$ cat src/slu_pkg.sv
// Shared types, character codes and helper functions for the string literal unescaper.
// Used by every module of the block; depends on nothing.
package slu_pkg;

  typedef struct packed {
    logic [7:0] in_byte;
    logic       first_of_string;
    logic       last_of_string;
  } req_t;

  typedef struct packed {
    logic [7:0] out_byte;
    logic       byte_valid;
    logic       string_end;
    logic       last_in_run;
  } res_t;

  // one decoded request: up to two results
  typedef struct packed {
    logic [7:0] byte0;
    logic       end0;
    logic [7:0] byte1;
    logic       end1;
    logic       two;
  } act_t;

  typedef enum logic [2:0] {
    PhIdle   = 3'd0,
    PhBody   = 3'd1,
    PhQuote  = 3'd2,
    PhDollar = 3'd3,
    PhHex    = 3'd4
  } phase_e;

  localparam logic [7:0] ChQuote  = 8'h27;
  localparam logic [7:0] ChDollar = 8'h24;
  localparam logic [7:0] ChLowL   = 8'h6c;
  localparam logic [7:0] ChLowN   = 8'h6e;
  localparam logic [7:0] ChLowP   = 8'h70;
  localparam logic [7:0] ChLowR   = 8'h72;
  localparam logic [7:0] ChLowT   = 8'h74;
  localparam logic [7:0] ChLf     = 8'h0a;
  localparam logic [7:0] ChCr     = 8'h0d;
  localparam logic [7:0] ChFf     = 8'h0c;
  localparam logic [7:0] ChTab    = 8'h09;

  function automatic logic [7:0] to_lower(input logic [7:0] c);
    logic [7:0] r;
    r = c;
    if (c >= 8'h41 && c <= 8'h5a) begin
      r = c + 8'd32;
    end
    return r;
  endfunction

  // bit 4 set when c is a hex digit, bits 3:0 its value
  function automatic logic [4:0] hex_value(input logic [7:0] c);
    logic [4:0] r;
    r = 5'd0;
    if (c >= 8'h30 && c <= 8'h39) begin
      r = {1'b1, 4'(c - 8'h30)};
    end else if (c >= 8'h61 && c <= 8'h66) begin
      r = {1'b1, 4'(c - 8'h57)};
    end else if (c >= 8'h41 && c <= 8'h46) begin
      r = {1'b1, 4'(c - 8'h37)};
    end
    return r;
  endfunction

endpackage

$ cat src/slu_fifo.sv
// Small queue of decoded requests between the decoder and the result sequencer.
// Depends on slu_pkg for the entry type.
module slu_fifo #(
  parameter int unsigned Depth = 4
) (
  input  logic          clk_i,
  input  logic          rst_ni,
  input  logic          wr_i,
  input  slu_pkg::act_t wdata_i,
  output logic          full_o,
  input  logic          rd_i,
  output slu_pkg::act_t rdata_o,
  output logic          empty_o
);

  localparam int unsigned PtrW = (Depth > 1) ? $clog2(Depth) : 1;
  localparam int unsigned CntW = $clog2(Depth + 1);

  slu_pkg::act_t mem_q [Depth];
  logic [PtrW-1:0] wptr_q, wptr_d, rptr_q, rptr_d;
  logic [CntW-1:0] cnt_q, cnt_d;
  logic do_wr, do_rd;

  assign full_o  = (cnt_q == CntW'(Depth));
  assign empty_o = (cnt_q == '0);
  assign do_wr   = wr_i && !full_o;
  assign do_rd   = rd_i && !empty_o;
  assign rdata_o = mem_q[rptr_q];

  always_comb begin
    wptr_d = wptr_q;
    rptr_d = rptr_q;
    cnt_d  = cnt_q;
    if (do_wr) begin
      wptr_d = (wptr_q == PtrW'(Depth - 1)) ? '0 : wptr_q + 1'b1;
    end
    if (do_rd) begin
      rptr_d = (rptr_q == PtrW'(Depth - 1)) ? '0 : rptr_q + 1'b1;
    end
    if (do_wr && !do_rd) begin
      cnt_d = cnt_q + 1'b1;
    end else if (do_rd && !do_wr) begin
      cnt_d = cnt_q - 1'b1;
    end
  end

  always_ff @(posedge clk_i or negedge rst_ni) begin
    if (!rst_ni) begin
      wptr_q <= '0;
      rptr_q <= '0;
      cnt_q  <= '0;
    end else begin
      wptr_q <= wptr_d;
      rptr_q <= rptr_d;
      cnt_q  <= cnt_d;
    end
  end

  always_ff @(posedge clk_i) begin
    if (do_wr) begin
      mem_q[wptr_q] <= wdata_i;
    end
  end

  a_cnt_bound: assert property (@(posedge clk_i) disable iff (!rst_ni)
    cnt_q <= CntW'(Depth))
    else $error("queue count beyond depth");

endmodule

$ cat src/slu_front.sv
// Decoder: accepts literal bytes, tracks escape lookahead and classifies each request.
// Depends on slu_pkg; feeds slu_fifo.
module slu_front (
  input  logic          clk_i,
  input  logic          rst_ni,
  input  logic          accept_i,
  input  slu_pkg::req_t req_i,
  output logic          wr_o,
  output slu_pkg::act_t act_o
);

  slu_pkg::phase_e phase_q, phase_d;
  logic [7:0] held_q, held_d;
  logic [1:0] n;
  logic [7:0] c, lc;
  logic [4:0] hx_c, hx_h;

  always_comb begin
    c      = req_i.in_byte;
    lc     = slu_pkg::to_lower(c);
    hx_c   = slu_pkg::hex_value(c);
    hx_h   = slu_pkg::hex_value(held_q);
    phase_d = phase_q;
    held_d  = held_q;
    n       = 2'd0;
    act_o   = '0;
    if (req_i.first_of_string) begin
      if (req_i.last_of_string) begin
        n = 2'd1;
        act_o.end0 = 1'b1;
        phase_d = slu_pkg::PhIdle;
      end else begin
        phase_d = slu_pkg::PhBody;
      end
    end else if (phase_q == slu_pkg::PhIdle) begin
      n = 2'd0;
    end else if (req_i.last_of_string) begin
      phase_d = slu_pkg::PhIdle;
      if (phase_q == slu_pkg::PhQuote || phase_q == slu_pkg::PhHex) begin
        n = 2'd2;
        act_o.byte0 = (phase_q == slu_pkg::PhQuote) ? slu_pkg::ChQuote : held_q;
        act_o.end1  = 1'b1;
      end else begin
        n = 2'd1;
        act_o.end0 = 1'b1;
      end
    end else begin
      case (phase_q)
        slu_pkg::PhQuote: begin
          act_o.byte0 = slu_pkg::ChQuote;
          n = 2'd1;
          if (c == slu_pkg::ChQuote) begin
            phase_d = slu_pkg::PhBody;
          end else if (c == slu_pkg::ChDollar) begin
            phase_d = slu_pkg::PhDollar;
          end else begin
            phase_d = slu_pkg::PhBody;
            act_o.byte1 = c;
            n = 2'd2;
          end
        end
        slu_pkg::PhDollar: begin
          phase_d = slu_pkg::PhBody;
          n = 2'd1;
          if (lc == slu_pkg::ChLowL) begin
            act_o.byte0 = slu_pkg::ChLf;
          end else if (lc == slu_pkg::ChLowN) begin
            act_o.byte0 = slu_pkg::ChCr;
            act_o.byte1 = slu_pkg::ChLf;
            n = 2'd2;
          end else if (lc == slu_pkg::ChLowP) begin
            act_o.byte0 = slu_pkg::ChFf;
          end else if (lc == slu_pkg::ChLowR) begin
            act_o.byte0 = slu_pkg::ChCr;
          end else if (lc == slu_pkg::ChLowT) begin
            act_o.byte0 = slu_pkg::ChTab;
          end else if (hx_c[4]) begin
            held_d  = c;
            phase_d = slu_pkg::PhHex;
            n = 2'd0;
          end else begin
            act_o.byte0 = c;
          end
        end
        slu_pkg::PhHex: begin
          if (hx_c[4] && hx_h[4]) begin
            phase_d = slu_pkg::PhBody;
            act_o.byte0 = {hx_h[3:0], hx_c[3:0]};
            n = 2'd1;
          end else begin
            act_o.byte0 = held_q;
            n = 2'd1;
            if (c == slu_pkg::ChQuote) begin
              phase_d = slu_pkg::PhQuote;
            end else if (c == slu_pkg::ChDollar) begin
              phase_d = slu_pkg::PhDollar;
            end else begin
              phase_d = slu_pkg::PhBody;
              act_o.byte1 = c;
              n = 2'd2;
            end
          end
        end
        default: begin
          if (c == slu_pkg::ChQuote) begin
            phase_d = slu_pkg::PhQuote;
          end else if (c == slu_pkg::ChDollar) begin
            phase_d = slu_pkg::PhDollar;
          end else begin
            phase_d = slu_pkg::PhBody;
            act_o.byte0 = c;
            n = 2'd1;
          end
        end
      endcase
    end
    act_o.two = (n == 2'd2);
    wr_o = accept_i && (n != 2'd0);
  end

  always_ff @(posedge clk_i or negedge rst_ni) begin
    if (!rst_ni) begin
      phase_q <= slu_pkg::PhIdle;
      held_q  <= '0;
    end else if (accept_i) begin
      phase_q <= phase_d;
      held_q  <= held_d;
    end
  end

endmodule

$ cat src/slu_back.sv
// Result sequencer: expands queued requests into single results behind an output register.
// Depends on slu_pkg; reads from slu_fifo.
module slu_back (
  input  logic          clk_i,
  input  logic          rst_ni,
  input  slu_pkg::act_t act_i,
  input  logic          act_empty_i,
  output logic          act_rd_o,
  output slu_pkg::res_t res_o,
  output logic          empty_o,
  input  logic          pop_i
);

  logic          out_valid_q, out_valid_d;
  slu_pkg::res_t res_q, res_d;
  logic          idx_q, idx_d;
  logic          load;

  assign load = (!out_valid_q || pop_i) && !act_empty_i;

  always_comb begin
    out_valid_d = out_valid_q;
    idx_d       = idx_q;
    res_d       = res_q;
    act_rd_o    = 1'b0;
    if (!out_valid_q || pop_i) begin
      out_valid_d = !act_empty_i;
    end
    if (load) begin
      if (!idx_q) begin
        res_d.out_byte    = act_i.byte0;
        res_d.string_end  = act_i.end0;
        res_d.byte_valid  = !act_i.end0;
        res_d.last_in_run = !act_i.two;
        idx_d    = act_i.two;
        act_rd_o = !act_i.two;
      end else begin
        res_d.out_byte    = act_i.byte1;
        res_d.string_end  = act_i.end1;
        res_d.byte_valid  = !act_i.end1;
        res_d.last_in_run = 1'b1;
        idx_d    = 1'b0;
        act_rd_o = 1'b1;
      end
    end
  end

  always_ff @(posedge clk_i or negedge rst_ni) begin
    if (!rst_ni) begin
      out_valid_q <= 1'b0;
      idx_q       <= 1'b0;
    end else begin
      out_valid_q <= out_valid_d;
      idx_q       <= idx_d;
    end
  end

  always_ff @(posedge clk_i) begin
    res_q <= res_d;
  end

  assign res_o   = res_q;
  assign empty_o = !out_valid_q;

  a_second_pending: assert property (@(posedge clk_i) disable iff (!rst_ni)
    idx_q |-> (!act_empty_i && act_i.two))
    else $error("second result pending without a two-result request");

  a_end_is_last: assert property (@(posedge clk_i) disable iff (!rst_ni)
    (out_valid_q && res_q.string_end) |-> (res_q.last_in_run && !res_q.byte_valid))
    else $error("string end result not last of its run");

  a_valid_xor_end: assert property (@(posedge clk_i) disable iff (!rst_ni)
    out_valid_q |-> (res_q.byte_valid != res_q.string_end))
    else $error("result is neither a byte nor a string end");

  a_first_then_second: assert property (@(posedge clk_i) disable iff (!rst_ni)
    (load && !idx_q && act_i.two) |=> (out_valid_q && !res_q.last_in_run))
    else $error("first of two results marked last");

endmodule

$ cat src/string_literal_unescape.sv
// Top level of the string literal unescaper: decoder, request queue, result sequencer.
// Depends on slu_pkg, slu_front, slu_fifo and slu_back.
//
// Usage: bytes of a quoted literal enter on req_i with push; a request is taken at a
// clock edge with push high and full low. first_of_string marks the opening byte and
// last_of_string the closing byte; both are dropped. Each request yields zero, one or
// two results (escape $N and flushed lookahead give two); the closing byte yields a
// result with string_end set. Results leave on res_o while empty is low and are taken
// at an edge with pop high. last_in_run flags the last result of one request.
// A request reaches res_o through the queue and the output register: the decoder writes
// the queue at the edge that takes the request, and the sequencer loads the output
// register from the queue once it is free. Throughput: one request per cycle as long as
// each yields at most one result and pop stays high; the sequencer emits one result per
// cycle while popped, so two-result requests fill the queue of QueueDepth entries and then
// hold full. When the receiver stalls the output register and queue hold, and full rises
// once the queue fills. Reset empties queue and output and returns the decoder to idle.
module string_literal_unescape #(
  parameter int unsigned QueueDepth = 4
) (
  input  logic          clk_i,
  input  logic          rst_ni,
  input  logic          push,
  output logic          full,
  input  slu_pkg::req_t req_i,
  output logic          empty,
  input  logic          pop,
  output slu_pkg::res_t res_o
);

  logic          accept;
  logic          act_wr;
  slu_pkg::act_t act_in, act_out;
  logic          act_rd, act_empty;

  assign accept = push && !full;

  slu_front u_front (
    .clk_i    (clk_i),
    .rst_ni   (rst_ni),
    .accept_i (accept),
    .req_i    (req_i),
    .wr_o     (act_wr),
    .act_o    (act_in)
  );

  slu_fifo #(
    .Depth (QueueDepth)
  ) u_fifo (
    .clk_i   (clk_i),
    .rst_ni  (rst_ni),
    .wr_i    (act_wr),
    .wdata_i (act_in),
    .full_o  (full),
    .rd_i    (act_rd),
    .rdata_o (act_out),
    .empty_o (act_empty)
  );

  slu_back u_back (
    .clk_i       (clk_i),
    .rst_ni      (rst_ni),
    .act_i       (act_out),
    .act_empty_i (act_empty),
    .act_rd_o    (act_rd),
    .res_o       (res_o),
    .empty_o     (empty),
    .pop_i       (pop)
  );

endmodule
$ cat config.mk
export PLATFORM = sky130hd
export DESIGN_NAME = string_literal_unescape
export DESIGN_NICKNAME = d
export VERILOG_FILES = /design/src/slu_pkg.sv /design/src/slu_fifo.sv /design/src/slu_front.sv /design/src/slu_back.sv /design/src/string_literal_unescape.sv
export SDC_FILE = /design/constraint.sdc
export NUM_CORES = 1
export LEC_CHECK = 0
export ABC_AREA = 1
export BUFFER_PORTS_ARGS = -buffer_cell sky130_fd_sc_hd__buf_2
export CAP_MARGIN = 40
export CORE_MARGIN = 2
export CORE_UTILIZATION = 62
export CTS_CLUSTER_SIZE = 16
export DETAILED_ROUTE_END_ITERATION = 8
export PLACE_DENSITY_LB_ADDON = 0.08
export SYNTH_ARGS = -nofsm -noshare
export SYNTH_HDL_FRONTEND = slang
export SYNTH_HIERARCHICAL = 1
export SYNTH_SLANG_ARGS = --single-unit
$ cat constraint.sdc
create_clock -name clk_i -period 4.1 [get_ports clk_i]
set_input_delay 0.615 -clock clk_i [delete_from_list [all_inputs] [get_ports clk_i]]
set_output_delay 0.615 -clock clk_i [all_outputs]
set_load 0.02 [all_outputs]
==> results_dict.tcl, run 1 <==
set metrics [dict create \
    status "completed" \
    ir_drop_v 0.000484 \
    period_minus_slack_ns 3.48 \
    endpoint_kind "register" \
    wl_per_cell_um 15.0 \
    routabilityCongestion 0.942 \
    antenna_cells 0 \
    swShare_pct 36.8 \
    root_buffer "clkbuf_8" \
    fin_crit_sh_pct 84.8 \
    hold_viol 0 \
    clockBufferDepth 2 \
    grt_max_degree 73 \
    cts_tree "done" \
    htree_levels 3 \
    drt-initial-drc-count 187 \
    grt_pass1_vias 4122 \
    cts_setup_buffers 0 \
    drive_above_1_share_pct 17.7 \
    p_per_area_mw_per_mm2 543 \
    cts_hold_buf 0 \
    whs_ns 0.201 \
    slew_headroom_pct 47.5 \
    synth_ff_type "edfxtp_1" \
    crit_chain "inv_1, ha_1, nand2_1, nand3_1, nand3_1, o31ai_4, nand2_4, nand2_2, nand2_1, nand3_1, nand2_2, nor2_2, a21oi_2, nand2_1, inv_1, ha_1, inv_1, fa_1, nand2_1, nand3_1, nand2_1, nand2_1" \
    area_delta_synth_final_pct 7.07 \
    async_flop_share_pct 18.7 \
    path_class "register to register" \
    grt_first_pass_wirelength_mm 20.1 \
    cap_violations 0 \
    slowest_stage "dfrtp_1" \
    fin_skew_ns 0.00985 \
    syn_nets 690 \
    vias_per_cell 5.32 \
    rsz0062_at_grt "false" \
    cp.required_ns 4.36 \
    slowest_delay_ns 0.47 \
    r2r_cells 22 \
    combPwrFrac_pct 35.1 \
    io_pins 27 \
    synth-seq-cells 107 \
    dp_hpwl_mm 8.94 \
    path_max_fanout 7 \
    core_mm2 0.00964 \
    die_height_um 103 \
    p_sw_uw 1300 \
    drc 0 \
    rows 36 \
    syn_area_per_cell_um2 9.25 \
    min_path_type "input pin to async pin" \
    power.leakage_uw 0.00297 \
    numPortBuffers 26 \
    max_freq_ghz 0.288 \
    die_w_um 103 \
    ys_warn_count 6 \
    netlist_instances 658 \
    start_util_pct 63.1 \
    grt.overflow.total 0 \
    seqPwrFrac_pct 43.7 \
    slew_violations 0 \
    synth_seq_area_share_pct 51.2 \
    fin_nets 716 \
    arrival_ns 3.74 \
    internal-power_uw 2240 \
    ctsResizeCount 0 \
    clk_latency_ns 0.36 \
    antenna_found_initial 0 \
    grt.total_usage_pct 25.2 \
    cpMostUsedCell "nand2_1" \
    clock-sinks 107 \
    tightest_slew_ns 0.787 \
    tns_ns 0 \
    drt_wl_total_mm 12.4 \
    start_kind "register" \
    path_clk_slew_ns 0.10 \
    synth.cell_area_mm2 0.00609 \
    firstDrtPassIters 5 \
    dr_total_vias 4370 \
    synth_edf_count 87 \
    cts_inserted_buffers 9 \
    clkPwrFrac_pct 21.2 \
    ys_types 45 \
    die_area_mm2 0.0106 \
    postRouteAntennaNets 0 \
    setup-violations-final 0 \
]
worst max-delay path, delay by kind of cell (launching register included):
kind	cells	cell delay [ns]
AO/OA/AOI/OAI	2	0.33
buffers and inverters	3	0.30
AND/OR/NAND/NOR	14	1.51
flip-flops	1	0.47
adder cells (fa/ha/maj)	3	0.75
synthesized netlist by cell type (3+ instances only):
library cell	number	area [µm²]
o211ai_2	20	250
inv_1	98	368
nand2_2	9	56.3
o21ai_0	34	170
nor3_1	3	15.0
buf_6	4	45.0
nand3_2	3	30.0
nor2_1	56	210
ha_1	17	213
dfrtp_1	20	500
nand2_4	5	56.3
inv_2	12	45.0
o211ai_1	20	150
nand2_1	167	627
inv_4	3	18.8
a21oi_1	13	65.1
nor2_2	7	43.8
nand4_1	3	18.8
nand3_1	34	170
xor2_1	3	26.3
a31oi_1	3	18.8
edfxtp_1	87	2610
o21ai_1	3	15.0
buf_2	8	40.0
state kept, by name, summed over array words and instances, names as in the netlist:
signal,flops
u_back/idx_q,1
u_back/out_valid_q,1
u_back/res_o,11
u_fifo/cnt_q,3
u_fifo/mem_q,76
u_fifo/rptr_q,2
u_fifo/wptr_q,2
u_front/held_q,8
u_front/phase_q,3
logic make-up (layout without fill, tap and decap cells):
group | Yosys count | in the layout | share of synthesized area (%)
buffers and inverters | 132 | 163 | 9.85
xor gates and xnor gates | 4 | 4 | 0.576
and+or+nand+nor | 297 | 297 | 22.4
DFF | 107 | 107 | 51.2
adders and majority gates | 18 | 18 | 3.82
AOI/OAI and AO/OA | 100 | 100 | 12.2
power groups by stage:
stage | Combinational, µW | Clock, µW | Sequential, µW
finish | 1240 | 751 | 1550
global route | 1410 | 807 | 1570
CTS | 1250 | 763 | 1550
global placement | 1210 | 0 | 1560
detailed placement | 1250 | 0 | 1570
floorplan | 964 | 0 | 1610
final cells by class:
class / instances / area (µm²)
Fill cell: 817 / 3120
Clock inverter: 7 / 115
Multi-Input combinational cell: 419 / 2370
Timing Repair Buffer: 33 / 183
Tap cell: 133 / 166
Inverter: 114 / 440
Clock buffer: 9 / 124
Sequential cell: 107 / 3110
placed cells by master (no fill, tap or decap), drive strengths merged, types with 4 or more instances in the layout:
master,instances
ha,17
clkbuf,9
o21ai,37
a21oi,15
nand2,181
nand4,4
nor3,4
o211ai,40
buf,33
dfrtp,20
inv,114
edfxtp,87
nor2,67
nand3,38
routing by layer:
| metal | GRT usage, % | share of wire, % | vias to the layer above |
|---|---|---|---|
| met5 | 0 | 0 | - |
| met4 | 8.00 | 1.1 | 0 |
| met3 | 3.86 | 4.1 | 13 |
| met2 | 41.3 | 49 | 97 |
| met1 | 34.9 | 46 | 2050 |
| li1 | - | - | 2210 |
stage by stage:
stage | setup WS, ns | cell area (µm²) | utilization [%] | power [µW] | std cells
2_1_floorplan | 0.618 | 6090 | - | 2570 | 658
3_3_place_gp | 0.364 | 6280 | 65.1 | 2780 | 806
3_5_place_dp | 0.257 | 6280 | 65.1 | 2820 | 806
4_1_cts | 0.636 | 6520 | 67.6 | 3570 | 822
5_1_grt | 0.234 | 6520 | 67.6 | 3790 | 822
6_report | 0.623 | 6520 | 67.6 | 3540 | 822
final timing paths:
path / from / endpoint / slack, ns
worst max-delay path: u_front/held_q[0] / u_fifo/cnt_q[2] / 0.62
worst min-delay path: rst_ni / u_fifo/wptr_q[0] / 0.20
worst max register to register: u_front/held_q[0] / u_fifo/cnt_q[2] / 0.62
worst min register to register: u_back/out_valid_q / u_back/out_valid_q / 0.52
max in group asynchronous: rst_ni / u_fifo/rptr_q[0] / 3.54
min in group clk_i: pop / u_back/out_valid_q / 0.52
(Power assumes the default switching activity.)
==> run 2, diff against run 1 <==
- ABC_AREA: 1 -> 0
- CORE_UTILIZATION: 62 -> 55
- clock period: 4.1 -> 3 ns (I/O delays scaled with it)
==> run 2 against run 1 <==
Compared with the run above: the run now ends with negative setup slack left; critical path depth decreased by 8; worst hold slack got worse by 0.19 ns; non-clock buffer count is 86 higher; design area grew 3.6%; global-route usage is 0.65 points lower; largest power group unchanged.
==> results_dict.tcl, run 2 <==
set metrics [dict create \
    routabilityCongestion 0.936 \
    path_clk_slew_ns 0.11 \
    die_height_um 104 \
    r2r_cells 14 \
    start_util_pct 56.4 \
    regToRegStartpoint "u_front/held_q[0]" \
    p_sw_uw 1380 \
    synth_seq_area_share_pct 56.7 \
    cp.required_ns 3.26 \
    drive_above_1_share_pct 39.7 \
    setup-violations-final 2 \
    synth_ff_type "edfxtp_1" \
    fin_skew_ns 0.0134 \
    dr_total_vias 3827 \
    antenna_found_initial 0 \
    area_delta_synth_final_pct 23.1 \
    path_class "register to register" \
    firstDrtPassIters 6 \
    start_kind "register" \
    ys_types 70 \
    arrival_ns 3.36 \
    yosysMostFrequentCell "edfxtp_1" \
    async_flop_share_pct 18.7 \
    yosysTopAreaCellShare_pct 47.6 \
    vias_per_cell 5.81 \
    worstSetupStartpoint "u_front/held_q[0]" \
    fillers 740 \
    syn_nets 441 \
    die_w_um 104 \
    rsz0062_at_grt "true" \
    fin_ws_ns -0.100 \
    wl_per_cell_um 19.8 \
    path_max_fanout 3 \
    grt_pass1_vias 3780 \
    final_common_cell "buf_4" \
    fin_crit_sh_pct 103 \
    grt_first_pass_wirelength_mm 20.5 \
    status "complete, but fails checks" \
    synth.cell_area_mm2 0.00549 \
    largest_register_ffs 76 \
    cts_tree "done" \
    utilization_pct 69.4 \
    drc 0 \
    postRouteAntennaNets 0 \
    seqPwrFrac_pct 45.1 \
    drt-initial-drc-count 301 \
    whs_ns 0.0144 \
    synth-seq-cells 107 \
    grt_max_degree 22 \
    synth_edf_count 87 \
    antenna_cells 0 \
    drt_wl_total_mm 13.0 \
    clk_latency_ns 0.37 \
    grt.total_usage_pct 24.6 \
    internal-power_uw 2980 \
    min_path_type "input pin to async pin" \
    combPwrFrac_pct 33.4 \
    numPortBuffers 26 \
    top_register "u_fifo/mem_q" \
    yosysTopAreaCell "edfxtp_1" \
    max_freq_ghz 0.323 \
    netlist_instances 409 \
    rows 36 \
    period_minus_slack_ns 3.10 \
    htree_levels 3 \
    clkPwrFrac_pct 21.5 \
    grt.overflow.total 0 \
    slew_headroom_pct 42.9 \
    violations "negative setup slack" \
    p_per_area_mw_per_mm2 646 \
    core_mm2 0.00973 \
    synthTopCellsByArea "edfxtp_1 48%, dfrtp_1 9.1%, mux4_2 7.8%" \
    die_area_mm2 0.0108 \
    hold_viol 0 \
    dp_hpwl_mm 9.26 \
    clock-sinks 107 \
    power.leakage_uw 0.00269 \
    io_pins 27 \
    cap_violations 0 \
    fin_nets 553 \
    endpoint_kind "register" \
    ys_warn_count 6 \
    synthTopCellsByCount "87 x edfxtp_1, 30 x nand2_1, 22 x nor2_1" \
    ir_drop_v 0.000419 \
    clockBufferDepth 2 \
    root_buffer "clkbuf_8" \
    slew_violations 0 \
    swShare_pct 31.6 \
    tightest_slew_ns 0.857 \
    cts_inserted_buffers 9 \
    tns_ns -0.149 \
    cts_hold_buf 0 \
    syn_area_per_cell_um2 13.4 \
    mostFrequentLayoutCells "88 x buf_4, 87 x edfxtp_1, 30 x nand2_1" \
]
[run 2: cell count changes in the layout (fill, tap and decap cells not counted), moves of 8 or more]
cell and change:
buf_4 +81, inv_1 -85, mux2_2 +13, nor2_1 -36, nand3_1 -29, o211ai_1 -19
o211ai_2 -20, mux4_2 +19, nand2_2 -8, o21ai_0 -16, nand2_1 -137, inv_2 -8
[run 2: metal layers]
metal,up-vias,wire [µm],GRT usage (%)
met3,19,491,3.20
met2,118,6490,39.5
met5,-,0,0
li1,1777,-,-
met1,1913,5860,35.3
met4,0,186,7.82
[run 2: kinds of logic (layout without fill, tap and decap cells)]
kind of cell	count (synthesis)	in the layout	share of synthesized area [%]
AOI/OAI and AO/OA	81	81	10.4
xor gates and xnor gates	10	10	1.60
adders and majority gates	18	18	4.24
buffers and inverters	38	154	3.10
DFF	107	107	56.7
muxes	42	42	12.7
and+or+nand+nor	113	114	11.2
[run 2: worst max-delay path, cell delays in order, from the launching register on]
cell	delay [ns]
dfrtp_2	0.46
inv_2	0.09
ha_4	0.13
o21bai_1	0.06
a2111o_1	0.38
and2_4	0.18
a21oi_4	0.14
o21a_2	0.15
nor2_2	0.04
o31a_1	0.31
nor2b_4	0.15
ha_4	0.18
inv_2	0.05
fa_2	0.41
mux2_4	0.27
[run 2: final timing paths]
kind                                           end  slack (ns)
max in group asynchronous        u_front/held_q[0]        2.63
worst max-delay path               u_fifo/cnt_q[1]       -0.10
worst max register to register     u_fifo/cnt_q[1]       -0.10
min in group clk_i              u_back/out_valid_q        0.27
worst min register to register     u_fifo/cnt_q[2]        0.53
worst min-delay path                  u_back/idx_q        0.01
[run 2: metrics by stage]
step | area (µm²) | setup WS [ns] | power (µW) | std cells
final | 6750 | -0.100 | 4360 | 659
after global routing | 6750 | -0.187 | 4580 | 659
after CTS | 6620 | -0.152 | 4360 | 650
after detailed placement | 6340 | -0.433 | 3420 | 629
after global placement | 6340 | -0.358 | 3380 | 629
after floorplan | 5560 | -0.219 | 3010 | 409
[run 2: area by class of cell]
| type | instances | area, µm² | share of cell area [%] |
|---|---|---|---|
| Sequential cell | 107 | 3110 | 46.1 |
| Multi-Input combinational cell | 265 | 2300 | 34.0 |
| Timing Repair Buffer | 119 | 878 | 13.0 |
| Tap cell | 133 | 166 | 2.46 |
| Clock buffer | 9 | 124 | 1.83 |
| Clock inverter | 7 | 92.6 | 1.37 |
| Inverter | 19 | 78.8 | 1.17 |
[run 2: power groups by stage]
stage               Clock, µW  Sequential, µW  Combinational (µW)
floorplan                   0            2090                 921
global placement            0            1990                1390
detailed placement          0            2000                1420
CTS                       949            1970                1440
global route             1010            1990                1580
finish                    938            1970                1460
[run 2: timing repair]
item / CTS / global route
cloned: 0 / 2
setup endpoints to repair: 78 / 78
pin swaps: 5 / 8
resized for setup: 12 / 6
setup buffers: 6 / 8
